**config.mk**
```make
export PLATFORM = sky130hd
export DESIGN_NAME = scc_edge_mem
export DESIGN_NICKNAME = d
export VERILOG_FILES = /design/src/hw/rtl/scc_pkg.sv /design/src/hw/rtl/scc_edge_mem.sv
export SDC_FILE = /design/constraint.sdc
export NUM_CORES = 2
export LEC_CHECK = 0
export ABC_CLOCK_PERIOD_IN_PS = 3200
export BUFFER_PORTS_ARGS = -buffer_cell sky130_fd_sc_hd__buf_4
export CAP_MARGIN = 20
export CORE_ASPECT_RATIO = 1.25
export CORE_UTILIZATION = 40
export CTS_CLUSTER_SIZE = 20
export DETAILED_ROUTE_END_ITERATION = 10
export SLEW_MARGIN = 20
export SYNTH_ARGS = -nofsm -noshare
export SYNTH_HDL_FRONTEND = slang
export SYNTH_SLANG_ARGS = --single-unit
```
**constraint.sdc**
```tcl
create_clock -name clk -period 3.2 [get_ports clk]
set_clock_uncertainty 0.1 [all_clocks]
set_input_delay 0 -clock clk [delete_from_list [all_inputs] [get_ports clk]]
set_output_delay 0 -clock clk [all_outputs]
set_load 0.02 [all_outputs]
```
**src/hw/rtl/scc_pkg.sv**
```systemverilog
`timescale 1ns / 1ps
// ----------------------------------------------------------------------------
// scc_pkg
// Shared types and constants for the strongly connected components block.
// ----------------------------------------------------------------------------
package scc_pkg;

  localparam int SCC_MAX_VERTICES = 64;
  localparam int SCC_MAX_EDGES    = 256;

  localparam int VTX_W  = 7;
  localparam int COMP_W = 6;
  localparam int KIND_W = 2;

  localparam logic [VTX_W-1:0] NV_RESET = 7'd64;

  localparam logic [KIND_W-1:0] KIND_ADD   = 2'd0;
  localparam logic [KIND_W-1:0] KIND_RUN   = 2'd1;
  localparam logic [KIND_W-1:0] KIND_CLEAR = 2'd2;
  localparam logic [KIND_W-1:0] KIND_RSVD  = 2'd3;

  typedef struct packed {
    logic [KIND_W-1:0] kind;
    logic [VTX_W-1:0]  src_vertex;
    logic [VTX_W-1:0]  dst_vertex;
  } in_item_t;

  typedef struct packed {
    logic [VTX_W-1:0]  vertex;
    logic [COMP_W-1:0] component;
    logic              last;
    logic              overflow;
  } out_item_t;

  typedef struct packed {
    logic [VTX_W-1:0] src;
    logic [VTX_W-1:0] dst;
  } edge_t;

  typedef enum logic [2:0] {
    S_IDLE,
    S_P1_NEXT,
    S_RD,
    S_CMP,
    S_POP,
    S_P2_RD,
    S_P2_CHK,
    S_DONE
  } scc_state_t;

endpackage

```
**src/hw/rtl/scc_edge_mem.sv**
```systemverilog
`timescale 1ns / 1ps
// ----------------------------------------------------------------------------
// scc_edge_mem
// Edge table: one write port, one read port with registered read data.
// ----------------------------------------------------------------------------
module scc_edge_mem
  import scc_pkg::*;
#(
  parameter int DEPTH = SCC_MAX_EDGES,
  parameter int AW    = 8
) (
  input  logic          clk,
  input  logic          wr_en,
  input  logic [AW-1:0] wr_addr,
  input  edge_t         wr_data,
  input  logic          rd_en,
  input  logic [AW-1:0] rd_addr,
  output edge_t         rd_data
);

  edge_t mem [DEPTH];

  always_ff @(posedge clk) begin
    if (wr_en) begin
      mem[wr_addr] <= wr_data;
    end
    if (rd_en) begin
      rd_data <= mem[rd_addr];
    end
  end

endmodule

```
==> run metrics <==
Post-Syn Area=139000 µm²; reg2reg start=mem[87][10]; clock sinks=3598; max-cap viol count=0; VDD IR max=0.000453 V; Post-synth EDFFs=3598; cells on worst reg2reg path=6; Core Area=345000 µm²; # rows=241; RR Endpoint=rd_data[10]; Starting Density=40.2%; syn nets=6175; Clock Path Buffers=4; DIE WIDTH=529 µm; final hold vios=0; grt ovf=0; Yosys reg bits=3598; FMAX=323 MHz; Post-Synth Adder-Cell Area=0%; Tmin final=3.09 ns; Finished Layout Cells=11700; die area=350000 µm²; Avg WL per Cell=31.1 µm; Hold Slack=0.0597 ns; Post-Syn Instances=6142; Clock Latency Late Sink=0.92 ns; Synth warnings=0; die height=661 µm; Via density=5.73; mean post-synth cell area=22.6 µm²; post-synthesis xor/xnor area fraction=0%; CP Data Arrival Time=3.65 ns; crit path max fanout=1; routability cong.=0.847; I/O Buffers=46; Setup Buffers After CTS=0; Unique masters post-synth=57; post-synth top area share=77.8%; DRC=0; dpl cells=11100; post-route ant nets=0; drt pass-1 iters=5; Synth Area in Compound Gates=2.54%; HPWL after DPL=231 mm; multiplexer share of the synthesized area=16.2%; I/O pin count=47; Crit Path Category=register to register; global-route wire length before repair=519 mm; largest net degree at the start of global routing=125; initial DRC count=7701; CP startpoint kind=register; number of antenna violations at the first check in global routing=23; TritonCTS Buffers=346; Leak=0.0506 µW; synth cell count leaders=edfxtp_1 (3598), mux4_2 (859), nor2_1 (301); largest family of logic cells by synthesized area=multiplexers; Hold Crit Class=input port to register; synthesis-to-layout area growth=15.4%; via count=67200; Hold Startpoint=wr_data[2]; worst slew pin tran=1.04 ns; Root Driver=clkbuf_16; share of cells above drive strength 1=29.8%; Post-synth ARST share=0%; Synth Area in Simple Gates=1.75%; max-slew violations=0; r2r setup slk=0.11 ns; pwr dens=612 nW/µm²; Setup crit end kind=register; status=complete, no violations; vias in the first global route=68900; final setup fails=0; CTS H-Tree Depth=5; Nets=6883; Yosys top cell by area=edfxtp_1; hold path depth=2; period utilization=96.6%; most common cell in the synthesized netlist=edfxtp_1; global-route usage over all layers=20.8%; register area share after synthesis=77.8%; ys flop type=edfxtp_1; Slew HR=30.6%; RSZ-0062 raised after global routing=no; Final Core Density=46.5%; Total Neg Setup Slack=0 ns; ranking of synthesized cells by area=edfxtp_1 (78%), mux4_2 (14%), mux2i_1 (2.1%); WL final=365 mm; TritonCTS clock tree=done; required time of the critical path=3.76 ns; Reg clk slew, reported paths=0.06 ns; Hold EP=mem[128][2]
-- repair_timing --
action	4_1_cts	5_1_grt
endpoints found under the hold margin	5257	0
hold buffers	26	0
setup endpoints to repair	1	0
gates resized for setup	1	0
-- worst max-delay path by stage --
stage	startpoint	slack [ns]	endpoint	depth (start not counted)
final	mem[87][10]	0.11	rd_data[10]	6
after global routing	mem[212][0]	0.08	rd_data[0]	5
after CTS	mem[83][11]	0.04	rd_data[11]	5
after detailed placement	rd_addr[0]	-0.58	rd_data[11]	10
after global placement	rd_addr[0]	-0.72	rd_data[12]	11
after floorplan	rd_addr[0]	0.84	rd_data[12]	10
-- kinds of logic after synthesis --
| logic type | Yosys count |
|---|---|
| DFF | 3598 |
| muxes | 1167 |
| and+or+nand+nor | 531 |
| AOI/OAI and AO/OA | 475 |
| buffers and inverters | 371 |
-- cells in the final DEF (no fill, tap or decap), types with 15 or more instances in the layout --
cell / synthesis / layout
edfxtp_1: 3598 / 3598
mux4_2: 859 / 859
buf_4: 42 / 600
clkbuf_16: 0 / 350
nor2_1: 301 / 298
mux2i_1: 290 / 290
a22oi_1: 92 / 92
buf_12: 14 / 83
a21oi_1: 74 / 74
a211oi_1: 65 / 65
clkbuf_1: 145 / 64
o221ai_1: 60 / 60
nand2_1: 61 / 60
clkinv_1: 0 / 59
clkinv_2: 0 / 56
bufinv_16: 0 / 39
o22ai_1: 33 / 33
nor2b_1: 36 / 31
a22o_1: 28 / 28
dlygate4sd3_1: 0 / 26
nand3_1: 34 / 25
clkinvlp_4: 0 / 20
nor3_1: 19 / 19
buf_8: 14 / 17
o21ai_1: 16 / 16
o21bai_1: 15 / 15
-- power breakdown --
| part | leakage (µW) | internal, µW | switching (µW) |
|---|---|---|---|
| combinational | 0.0129 | 1980 | 3260 |
| clock | 0.00540 | 23300 | 17600 |
| sequential | 0.0323 | 52000 | 97.8 |
-- state kept, by name, summed over array words and instances (netlist names) --
signal	flops
rd_data	14
mem	3584
-- layer usage --
layer	track usage (%)	wire length (µm)	up-vias
met5	0	36	-
met4	6.84	12700	6
met3	2.75	23000	521
met2	35.8	186000	2524
met1	27.2	143000	36600
li1	-	-	27600
-- worst max-delay path, stage by stage (launching register included) --
cell and delay [ns]:
edfxtp_1 0.35, mux4_2 0.48, mux4_2 0.54, and2_1 0.27, nor4_2 0.77, buf_4 0.27, a211oi_2 0.05
-- through the flow --
stage	area, µm²	setup WS (ns)	power (µW)
after floorplan	139000	0.844	55600
after global placement	149000	-0.717	58200
after detailed placement	149000	-0.583	58300
after CTS	160000	0.0433	98900
after global routing	160000	0.0839	101000
final	160000	0.108	98200
-- final cells by class --
class	instances	area [µm²]
multi-input combinational	2173	28700
antenna	10	25.0
inverter	2	10.0
sequential	3598	108000
fill	28200	185000
clock buffer	414	9000
tap	4617	5780
clock inverter	196	2140
timing repair buffer	729	6730
(Power assumes the default switching activity.)
